### src/deq_pkg.sv
package deq_pkg;

    localparam int DEPTH      = 16;
    localparam int DATA_WIDTH = 32;
    localparam int ADDR_W     = $clog2(DEPTH);
    localparam int CNT_W      = $clog2(DEPTH + 1);
    localparam int SUM_W      = ADDR_W + 1;
    localparam int CMD_W      = 3;
    localparam int VALUE_W    = 32;
    localparam int STATUS_W   = 2;

    typedef enum logic [CMD_W-1:0] {
        CMD_PUSH_FIRST = 3'd0,
        CMD_PUSH_LAST  = 3'd1,
        CMD_POP_FIRST  = 3'd2,
        CMD_POP_LAST   = 3'd3,
        CMD_PEEK_FIRST = 3'd4,
        CMD_PEEK_LAST  = 3'd5
    } cmd_t;

    typedef enum logic [STATUS_W-1:0] {
        STAT_OK    = 2'd0,
        STAT_EMPTY = 2'd1,
        STAT_FULL  = 2'd2
    } status_t;

    typedef enum logic {
        ST_IDLE,
        ST_READ
    } state_t;

    typedef struct packed {
        logic                  we;
        logic [ADDR_W-1:0]     waddr;
        logic [DATA_WIDTH-1:0] wdata;
        logic                  re;
        logic [ADDR_W-1:0]     raddr;
    } mem_req_t;

    // index sum below twice the depth folded back into the ring
    function automatic logic [ADDR_W-1:0] wrap_idx(input logic [SUM_W-1:0] s);
        logic [SUM_W-1:0] r;
        r = s;
        if (s >= SUM_W'(DEPTH))
        begin
            r = s - SUM_W'(DEPTH);
        end
        return r[ADDR_W-1:0];
    endfunction

endpackage

### src/deq_if.sv
interface deq_cmd_if;
    logic                                 valid;
    logic                                 ready;
    logic [deq_pkg::CMD_W-1:0]            cmd;
    logic signed [deq_pkg::VALUE_W-1:0]   push_value;

    modport source (output valid, output cmd, output push_value, input ready);
    modport sink (input valid, input cmd, input push_value, output ready);
endinterface

interface deq_rsp_if;
    logic                                 valid;
    logic                                 ready;
    logic signed [deq_pkg::VALUE_W-1:0]   read_value;
    logic [deq_pkg::STATUS_W-1:0]         status;
    logic                                 empty_flag;
    logic                                 full_flag;

    modport source (output valid, output read_value, output status, output empty_flag,
                    output full_flag, input ready);
    modport sink (input valid, input read_value, input status, input empty_flag,
                  input full_flag, output ready);
endinterface

### src/double_ended_queue_unit.sv
// double-ended queue of data words kept in a ring memory
// req channel: one beat per command (cmd, push_value); cmd 0/1 push at the
//   first/last end, 2/3 pop from the first/last end, 4/5 peek, 6/7 no-op
// rsp channel: exactly one beat per command with read_value, status
//   (0 ok, 1 empty error, 2 full error), empty_flag and full_flag
// a refused command leaves the queue unchanged; read_value is zero for
//   pushes, errors and no-ops
// timing: a push, an error or a no-op answers in the cycle after its beat;
//   a successful pop or peek passes the ring memory's registered read port
//   and the ST_READ state before it reaches the output register
// throughput: one command per cycle for pushes and errors while the response
//   drains; a successful pop or peek holds the command port during its read
// the response sits in an output register; while it is stalled a new
//   command is taken only if rsp.ready drains it in the same cycle
// reset clears the first-end index and the count, so the queue comes up
//   empty; ring entries hold no reset value and only live entries are read
module double_ended_queue_unit (
    input  logic      clk,
    input  logic      rst_n,
    deq_cmd_if.sink   req,
    deq_rsp_if.source rsp
);

    deq_pkg::mem_req_t                mem_req;
    logic [deq_pkg::DATA_WIDTH-1:0]   mem_rdata;

    deq_ctrl u_ctrl (
        .clk       (clk),
        .rst_n     (rst_n),
        .req       (req),
        .rsp       (rsp),
        .mem_req   (mem_req),
        .mem_rdata (mem_rdata)
    );

    deq_ram #(
        .DEPTH (deq_pkg::DEPTH),
        .WIDTH (deq_pkg::DATA_WIDTH)
    ) u_ram (
        .clk   (clk),
        .we    (mem_req.we),
        .waddr (mem_req.waddr),
        .wdata (mem_req.wdata),
        .re    (mem_req.re),
        .raddr (mem_req.raddr),
        .rdata (mem_rdata)
    );

endmodule

### src/deq_ram.sv
module deq_ram #(
    parameter int DEPTH = 16,
    parameter int WIDTH = 32,
    localparam int AW = $clog2(DEPTH)
) (
    input  logic             clk,
    input  logic             we,
    input  logic [AW-1:0]    waddr,
    input  logic [WIDTH-1:0] wdata,
    input  logic             re,
    input  logic [AW-1:0]    raddr,
    output logic [WIDTH-1:0] rdata
);

    logic [WIDTH-1:0] mem [DEPTH];
    logic [WIDTH-1:0] rdata_reg;

    always_ff @(posedge clk)
    begin
        if (we)
        begin
            mem[waddr] <= wdata;
        end
    end

    always_ff @(posedge clk)
    begin
        if (re)
        begin
            rdata_reg <= mem[raddr];
        end
    end

    assign rdata = rdata_reg;

endmodule

### src/deq_ctrl.sv
module deq_ctrl (
    input  logic                             clk,
    input  logic                             rst_n,
    deq_cmd_if.sink                          req,
    deq_rsp_if.source                        rsp,
    output deq_pkg::mem_req_t                mem_req,
    input  logic [deq_pkg::DATA_WIDTH-1:0]   mem_rdata
);

    deq_pkg::state_t                 state_reg, state_next;
    logic [deq_pkg::ADDR_W-1:0]      first_reg, first_next;
    logic [deq_pkg::CNT_W-1:0]       count_reg, count_next;
    logic                            out_valid_reg, out_valid_next;
    logic [deq_pkg::VALUE_W-1:0]     read_value_reg, read_value_next;
    deq_pkg::status_t                status_reg, status_next;
    logic                            empty_reg, empty_next;
    logic                            full_reg, full_next;

    logic                            accept;
    logic                            is_empty;
    logic                            is_full;
    logic [deq_pkg::ADDR_W-1:0]      first_dec;
    logic [deq_pkg::ADDR_W-1:0]      first_inc;
    logic [deq_pkg::ADDR_W-1:0]      tail_pos;
    logic [deq_pkg::ADDR_W-1:0]      last_pos;
    logic [deq_pkg::DATA_WIDTH-1:0]  word;

    assign req.ready = (state_reg == deq_pkg::ST_IDLE) && (!out_valid_reg || rsp.ready);
    assign accept    = req.valid && req.ready;

    assign is_empty  = (count_reg == '0);
    assign is_full   = (count_reg >= deq_pkg::CNT_W'(deq_pkg::DEPTH));
    assign first_dec = (first_reg == '0) ? deq_pkg::ADDR_W'(deq_pkg::DEPTH - 1)
                                         : first_reg - deq_pkg::ADDR_W'(1);
    assign first_inc = (first_reg == deq_pkg::ADDR_W'(deq_pkg::DEPTH - 1)) ? '0
                                         : first_reg + deq_pkg::ADDR_W'(1);
    assign tail_pos  = deq_pkg::wrap_idx(deq_pkg::SUM_W'(first_reg)
                                         + deq_pkg::SUM_W'(count_reg));
    assign last_pos  = deq_pkg::wrap_idx(deq_pkg::SUM_W'(first_reg)
                                         + deq_pkg::SUM_W'(count_reg)
                                         - deq_pkg::SUM_W'(1));
    assign word      = deq_pkg::DATA_WIDTH'($unsigned(req.push_value));

    always_ff @(posedge clk or negedge rst_n)
    begin
        if (!rst_n)
        begin
            state_reg     <= deq_pkg::ST_IDLE;
            first_reg     <= '0;
            count_reg     <= '0;
            out_valid_reg <= 1'b0;
        end
        else
        begin
            state_reg     <= state_next;
            first_reg     <= first_next;
            count_reg     <= count_next;
            out_valid_reg <= out_valid_next;
        end
    end

    always_ff @(posedge clk)
    begin
        read_value_reg <= read_value_next;
        status_reg     <= status_next;
        empty_reg      <= empty_next;
        full_reg       <= full_next;
    end

    always_comb
    begin
        state_next      = state_reg;
        first_next      = first_reg;
        count_next      = count_reg;
        out_valid_next  = out_valid_reg && !rsp.ready;
        read_value_next = read_value_reg;
        status_next     = status_reg;
        empty_next      = empty_reg;
        full_next       = full_reg;
        mem_req         = '0;
        mem_req.wdata   = word;

        unique case (state_reg)
            deq_pkg::ST_IDLE:
            begin
                if (accept)
                begin
                    out_valid_next  = 1'b1;
                    read_value_next = '0;
                    status_next     = deq_pkg::STAT_OK;
                    unique case (deq_pkg::cmd_t'(req.cmd))
                        deq_pkg::CMD_PUSH_FIRST:
                        begin
                            if (is_full)
                            begin
                                status_next = deq_pkg::STAT_FULL;
                            end
                            else
                            begin
                                first_next    = first_dec;
                                count_next    = count_reg + deq_pkg::CNT_W'(1);
                                mem_req.we    = 1'b1;
                                mem_req.waddr = first_dec;
                            end
                        end
                        deq_pkg::CMD_PUSH_LAST:
                        begin
                            if (is_full)
                            begin
                                status_next = deq_pkg::STAT_FULL;
                            end
                            else
                            begin
                                count_next    = count_reg + deq_pkg::CNT_W'(1);
                                mem_req.we    = 1'b1;
                                mem_req.waddr = tail_pos;
                            end
                        end
                        deq_pkg::CMD_POP_FIRST, deq_pkg::CMD_PEEK_FIRST:
                        begin
                            if (is_empty)
                            begin
                                status_next = deq_pkg::STAT_EMPTY;
                            end
                            else
                            begin
                                out_valid_next = 1'b0;
                                state_next     = deq_pkg::ST_READ;
                                mem_req.re     = 1'b1;
                                mem_req.raddr  = first_reg;
                                if (deq_pkg::cmd_t'(req.cmd) == deq_pkg::CMD_POP_FIRST)
                                begin
                                    first_next = first_inc;
                                    count_next = count_reg - deq_pkg::CNT_W'(1);
                                end
                            end
                        end
                        deq_pkg::CMD_POP_LAST, deq_pkg::CMD_PEEK_LAST:
                        begin
                            if (is_empty)
                            begin
                                status_next = deq_pkg::STAT_EMPTY;
                            end
                            else
                            begin
                                out_valid_next = 1'b0;
                                state_next     = deq_pkg::ST_READ;
                                mem_req.re     = 1'b1;
                                mem_req.raddr  = last_pos;
                                if (deq_pkg::cmd_t'(req.cmd) == deq_pkg::CMD_POP_LAST)
                                begin
                                    count_next = count_reg - deq_pkg::CNT_W'(1);
                                end
                            end
                        end
                        default:
                        begin
                            status_next = deq_pkg::STAT_OK;
                        end
                    endcase
                    empty_next = (count_next == '0);
                    full_next  = (count_next >= deq_pkg::CNT_W'(deq_pkg::DEPTH));
                end
            end
            deq_pkg::ST_READ:
            begin
                // pointer and count already hold the post-command values
                state_next      = deq_pkg::ST_IDLE;
                out_valid_next  = 1'b1;
                read_value_next = deq_pkg::VALUE_W'(mem_rdata);
                status_next     = deq_pkg::STAT_OK;
                empty_next      = is_empty;
                full_next       = is_full;
            end
            default:
            begin
                state_next = deq_pkg::ST_IDLE;
            end
        endcase
    end

    assign rsp.valid      = out_valid_reg;
    assign rsp.read_value = read_value_reg;
    assign rsp.status     = status_reg;
    assign rsp.empty_flag = empty_reg;
    assign rsp.full_flag  = full_reg;

    a_count_range: assert property (@(posedge clk) disable iff (!rst_n)
        count_reg <= deq_pkg::CNT_W'(deq_pkg::DEPTH))
        else $error("entry count above depth");

    a_first_range: assert property (@(posedge clk) disable iff (!rst_n)
        first_reg <= deq_pkg::ADDR_W'(deq_pkg::DEPTH - 1))
        else $error("first-end index outside ring");

    a_read_slot_free: assert property (@(posedge clk) disable iff (!rst_n)
        state_reg == deq_pkg::ST_READ |-> !out_valid_reg)
        else $error("read pending while output register occupied");

    a_push_grows: assert property (@(posedge clk) disable iff (!rst_n)
        accept && !is_full && (req.cmd == deq_pkg::CMD_PUSH_FIRST
                               || req.cmd == deq_pkg::CMD_PUSH_LAST)
        |=> count_reg == $past(count_reg) + deq_pkg::CNT_W'(1))
        else $error("accepted push did not grow the deque");

    a_flags_exclusive: assert property (@(posedge clk) disable iff (!rst_n)
        out_valid_reg |-> !(empty_reg && full_reg))
        else $error("empty and full flagged together");

endmodule
### src/flat_wrapper.sv
// flat-port wrapper written by rule: the top's interface ports become plain ports
module double_ended_queue_unit_flat 
  (clk, rst_n, req_valid, req_cmd, req_push_value, req_ready, rsp_valid, rsp_read_value, rsp_status, rsp_empty_flag, rsp_full_flag, rsp_ready);
  deq_cmd_if req_i ();
  deq_rsp_if rsp_i ();
  input  logic clk;
  input  logic rst_n;
  input wire logic [$bits(req_i.valid)-1:0] req_valid;
  input wire logic [$bits(req_i.cmd)-1:0] req_cmd;
  input wire logic [$bits(req_i.push_value)-1:0] req_push_value;
  output wire logic [$bits(req_i.ready)-1:0] req_ready;
  output wire logic [$bits(rsp_i.valid)-1:0] rsp_valid;
  output wire logic [$bits(rsp_i.read_value)-1:0] rsp_read_value;
  output wire logic [$bits(rsp_i.status)-1:0] rsp_status;
  output wire logic [$bits(rsp_i.empty_flag)-1:0] rsp_empty_flag;
  output wire logic [$bits(rsp_i.full_flag)-1:0] rsp_full_flag;
  input wire logic [$bits(rsp_i.ready)-1:0] rsp_ready;
  assign req_i.valid = req_valid;
  assign req_i.cmd = req_cmd;
  assign req_i.push_value = req_push_value;
  assign req_ready = req_i.ready;
  assign rsp_valid = rsp_i.valid;
  assign rsp_read_value = rsp_i.read_value;
  assign rsp_status = rsp_i.status;
  assign rsp_empty_flag = rsp_i.empty_flag;
  assign rsp_full_flag = rsp_i.full_flag;
  assign rsp_i.ready = rsp_ready;
  double_ended_queue_unit u_core (.clk(clk), .rst_n(rst_n), .req(req_i), .rsp(rsp_i));
endmodule
### config.mk
export PLATFORM = sky130hd
export DESIGN_NAME = double_ended_queue_unit_flat
export DESIGN_NICKNAME = d
export VERILOG_FILES = /design/src/deq_pkg.sv /design/src/deq_if.sv /design/src/double_ended_queue_unit.sv /design/src/deq_ram.sv /design/src/deq_ctrl.sv /design/src/flat_wrapper.sv
export SDC_FILE = /design/constraint.sdc
export NUM_CORES = 1
export LEC_CHECK = 0
export ABC_AREA = 1
export BUFFER_PORTS_ARGS = -buffer_cell sky130_fd_sc_hd__buf_2
export CORE_MARGIN = 8
export CORE_UTILIZATION = 45
export DETAILED_ROUTE_END_ITERATION = 7
export PLACE_DENSITY = 0.63
export SYNTH_ARGS = -nofsm -noshare
export SYNTH_HDL_FRONTEND = slang
export SYNTH_SLANG_ARGS = --single-unit
### constraint.sdc
create_clock -name clk -period 4.2 [get_ports clk]
set_clock_uncertainty 0.2 [all_clocks]
set_input_delay 0.42 -clock clk [delete_from_list [all_inputs] [get_ports clk]]
set_output_delay 0.42 -clock clk [all_outputs]
set_load 0.05 [all_outputs]
==> key figures <==
Run status
  – Status: finished, final reports clean

Clock network
  – CTS Sinks: about 590
  – CTS Buf Count: 59
  – Post-cts repair resize count: 0
  – Clock root cell: clkbuf_16
  – Hold-fix buffers, CTS: 36
  – Clk_lat worst skew: about 0.63 ns
  – Clock Tree Buf Depth: 3
  – Clk slew on worst S/H paths: about 0.06 ns
  – Setup Fix Bufs, Post-CTS: 0
  – CTS tree: done
  – CTS H-Tree Depth: 2

Final layout
  – Antenna diodes: 0
  – Nets@finish: between 2k and 2.5k
  – Layout area overhead: 14.1%
  – Fin util: between 50 and 60%
  – Layout fillers: 4,986
  – Multi-input gate area: between 6000 and 7000 µm²
  – Max FFs per register: ~500
  – Fraction of layout cells with a size suffix above 1: roughly a tenth
  – Sequential standard cell area: ~18,000 µm²

Min path
  – Hold WC Path Type: input pin to register
  – Hold_sp: req_cmd[2]

Logic synthesis
  – Share of the synthesized area in the top cell type: between 60% and 70%
  – Area leader, netlist: edfxtp_1
  – Mean post-synth cell area: between 10 and 15 µm²
  – Register bit total from synthesis: between 500 and 600
  – Ys flop type: edfxtp_1
  – Synth Warn #: 0
  – Seq/Total Area, Yosys: around 68%
  – Ys async rst share: about 1.9%
  – Cells after Synth: around 2.3k
  – Syn nets: about 2.4k
  – Post-synth EDFFs: 580
  – Synth cell types: 31
  – Cell area after synthesis: approximately 26,000 µm²
  – Leading post-synthesis cells by cell area: edfxtp_1, nand3_1, nand3b_1

Route
  – Final wirelength: 65.7 mm
  – Via count: roughly 17k
  – DRC errors left: 0
  – Drt pass-1 iters: 6
  – Via density: 5.37
  – Routed len/inst: 20.4 µm
  – Drt initial violations: 1,779
  – Antenna-violating nets left: 0

Timing
  – Slew Limit Fails: 0
  – Slew HR: 42.7%
  – Period minus WS final: between 3 and 4 ns
  – Final setup fails: 0
  – Final worst-path cycle share: 83.7%
  – Actual slew at the worst max-slew pin: 0.855 ns
  – Max Fclk: roughly 280 MHz
  – Final Hold Viols: 0
  – Unrepaired setup endpoints after global routing: no
  – Final worst slack: a little under 0.7 ns
  – Setup TNS: 0 ns

Setup path
  – Crit-path cells: ha_1 > fa_1 > inv_1 > ha_1 > inv_1 > nand3_1 > nand2_1 > nand2_4 > buf_4 > nor2_1 > nand2_1 > nand3_1 > nand3_1 > nand2_1
  – Max stage delay cell, worst path: fa_1
  – Crit path max fanout: 36
  – Critical path's top delay family: simple AND/OR/NAND/NOR gates
  – WS Path Type: register to register
  – Critical path launch point: u_core.u_ctrl.first_reg[0]
  – Max stage delay on crit path: 0.48 ns
  – CP Capture Type: register
  – Worst path bufs/invs: 3
  – Register-to-Register Setup Slack: roughly 0.7 ns
  – Reg2reg start: u_core.u_ctrl.first_reg[0]
  – Nature of the critical path startpoint: register
  – Data arrival, critical path: between 3 and 4 ns
  – WP data required: around 4.4 ns

Floorplanning
  – Ports: 77
  – Initial Utilization: about 45%
  – Die area: ~66,000 µm²
  – Core area: 57,500 µm²
  – # rows: 88
  – Die height: between 200 and 300 µm
  – DIE WIDTH: approximately 260 µm

GRT
  – Total global-route track usage: about 20%
  – Vias in the first global route: 17.3k
  – Largest net degree at the start of global routing: 154
  – First-pass GRT wire length: slightly above 100 mm
  – Global route overflow: 0
  – Initial antenna violation count: 0

Pwr
  – Maximum VDD drop: between 0.3 and 0.4 mV
  – Lkg Pwr: 11.7 nW
  – Power Total: 16.3 mW
  – PwrDens: between 500 and 600 nW/µm²

Job
  – Max-cap viol count: 0

Place
  – HPWL Detailed: around 35 mm
  – Place WS: between 0.7 and 0.8 ns
  – GPL Wtd Cong: 0.820
  – PortBufs: 76
[cell usage in the layout (no fill, tap or decap), types with 2 or more instances in the layout]
cell type,count
a21oi_1,7
a21oi_4,3
buf_12,17
buf_2,76
buf_4,36
bufinv_16,7
clkbuf_1,9
clkbuf_16,61
clkinv_1,17
clkinv_2,13
dfrtp_1,10
dlygate4sd3_1,36
edfxtp_1,580
ha_1,8
inv_1,356
inv_2,3
nand2_1,340
nand2_2,4
nand2_4,2
nand3_1,537
nand3_2,3
nand3b_1,193
nor2_1,75
nor2_4,17
nor3_1,4
o21ai_0,21
o22ai_1,4
or2_2,2
xnor2_1,3
xor2_1,5
[report_power, final]
group	switching, mW	internal [mW]	total [mW]	leakage (nW)
Combinational	2.95	1.07	4.02	5.38
Sequential	0.142	6.84	6.98	5.40
Clock	2.21	3.06	5.27	0.949
[synth_stat cells, types with 4 or more instances]
master    count
edfxtp_1    580
nand3_1     537
inv_1       356
nand2_1     344
nand3b_1    193
nor2_1       91
buf_2        56
clkbuf_1     45
o21ai_0      21
buf_4        18
buf_6        13
dfrtp_1      11
a21oi_1       9
buf_1         8
ha_1          8
xor2_1        5
nor3_1        4
o22ai_1       4
[area by class of cell]
cell class / instances / share of cell area, %
clock buffer: 70 / 5.25
inverter: 360 / 4.57
timing repair buffer: 165 / 4.54
clock inverter: 39 / 1.23
tap: 765 / 3.22
multi-input combinational: 1234 / 21.7
sequential: 591 / 59.5
[path summary, 6_finish.rpt]
check,endpoint,cells after the start
setup reg to reg,u_core.u_ram.rdata[7],14
hold / removal,u_core.u_ctrl.rsp.status[1],4
setup / recovery,u_core.u_ram.rdata[7],14
max in group asynchronous,u_core.u_ctrl.state_reg,3
min in group asynchronous,u_core.u_ctrl.rsp.valid,3
hold reg to reg,u_core.u_ctrl.rsp.read_value[25],2
[tightest hold or removal path, stage by stage]
cell    delay [ns]
buf_2         0.14
nor2_1        0.07
inv_1         0.12
nor3_1        0.06
[kinds of logic (layout without fill, tap and decap cells)]
| logic type | after synthesis | after routing | share of synthesized area [%] |
|---|---|---|---|
| simple gates | 1179 | 1179 | 22.5 |
| fa+ha+maj | 9 | 9 | 0.461 |
| buf+inv | 500 | 634 | 8.10 |
| xor+xnor | 8 | 8 | 0.269 |
| compound gates | 38 | 38 | 0.782 |
| flops | 591 | 591 | 67.8 |
[layer usage]
layer	global-route usage (%)	share of wire, %
met4	7.26	3.0
met3	2.85	6.6
met5	0	0
met1	26.3	43
met2	32.6	48
[metrics by stage]
step           cell area [µm²]  hold slack [ns]  instances
2_1_floorplan            26100          -0.0756       2325
3_3_place_gp             27500            0.118       3079
3_5_place_dp             27500            0.119       3079
4_1_cts                  29700            0.105       3224
5_1_grt                  29700            0.178       3224
6_report                 29700            0.167       3224
Power figures use the tool's default switching activity.
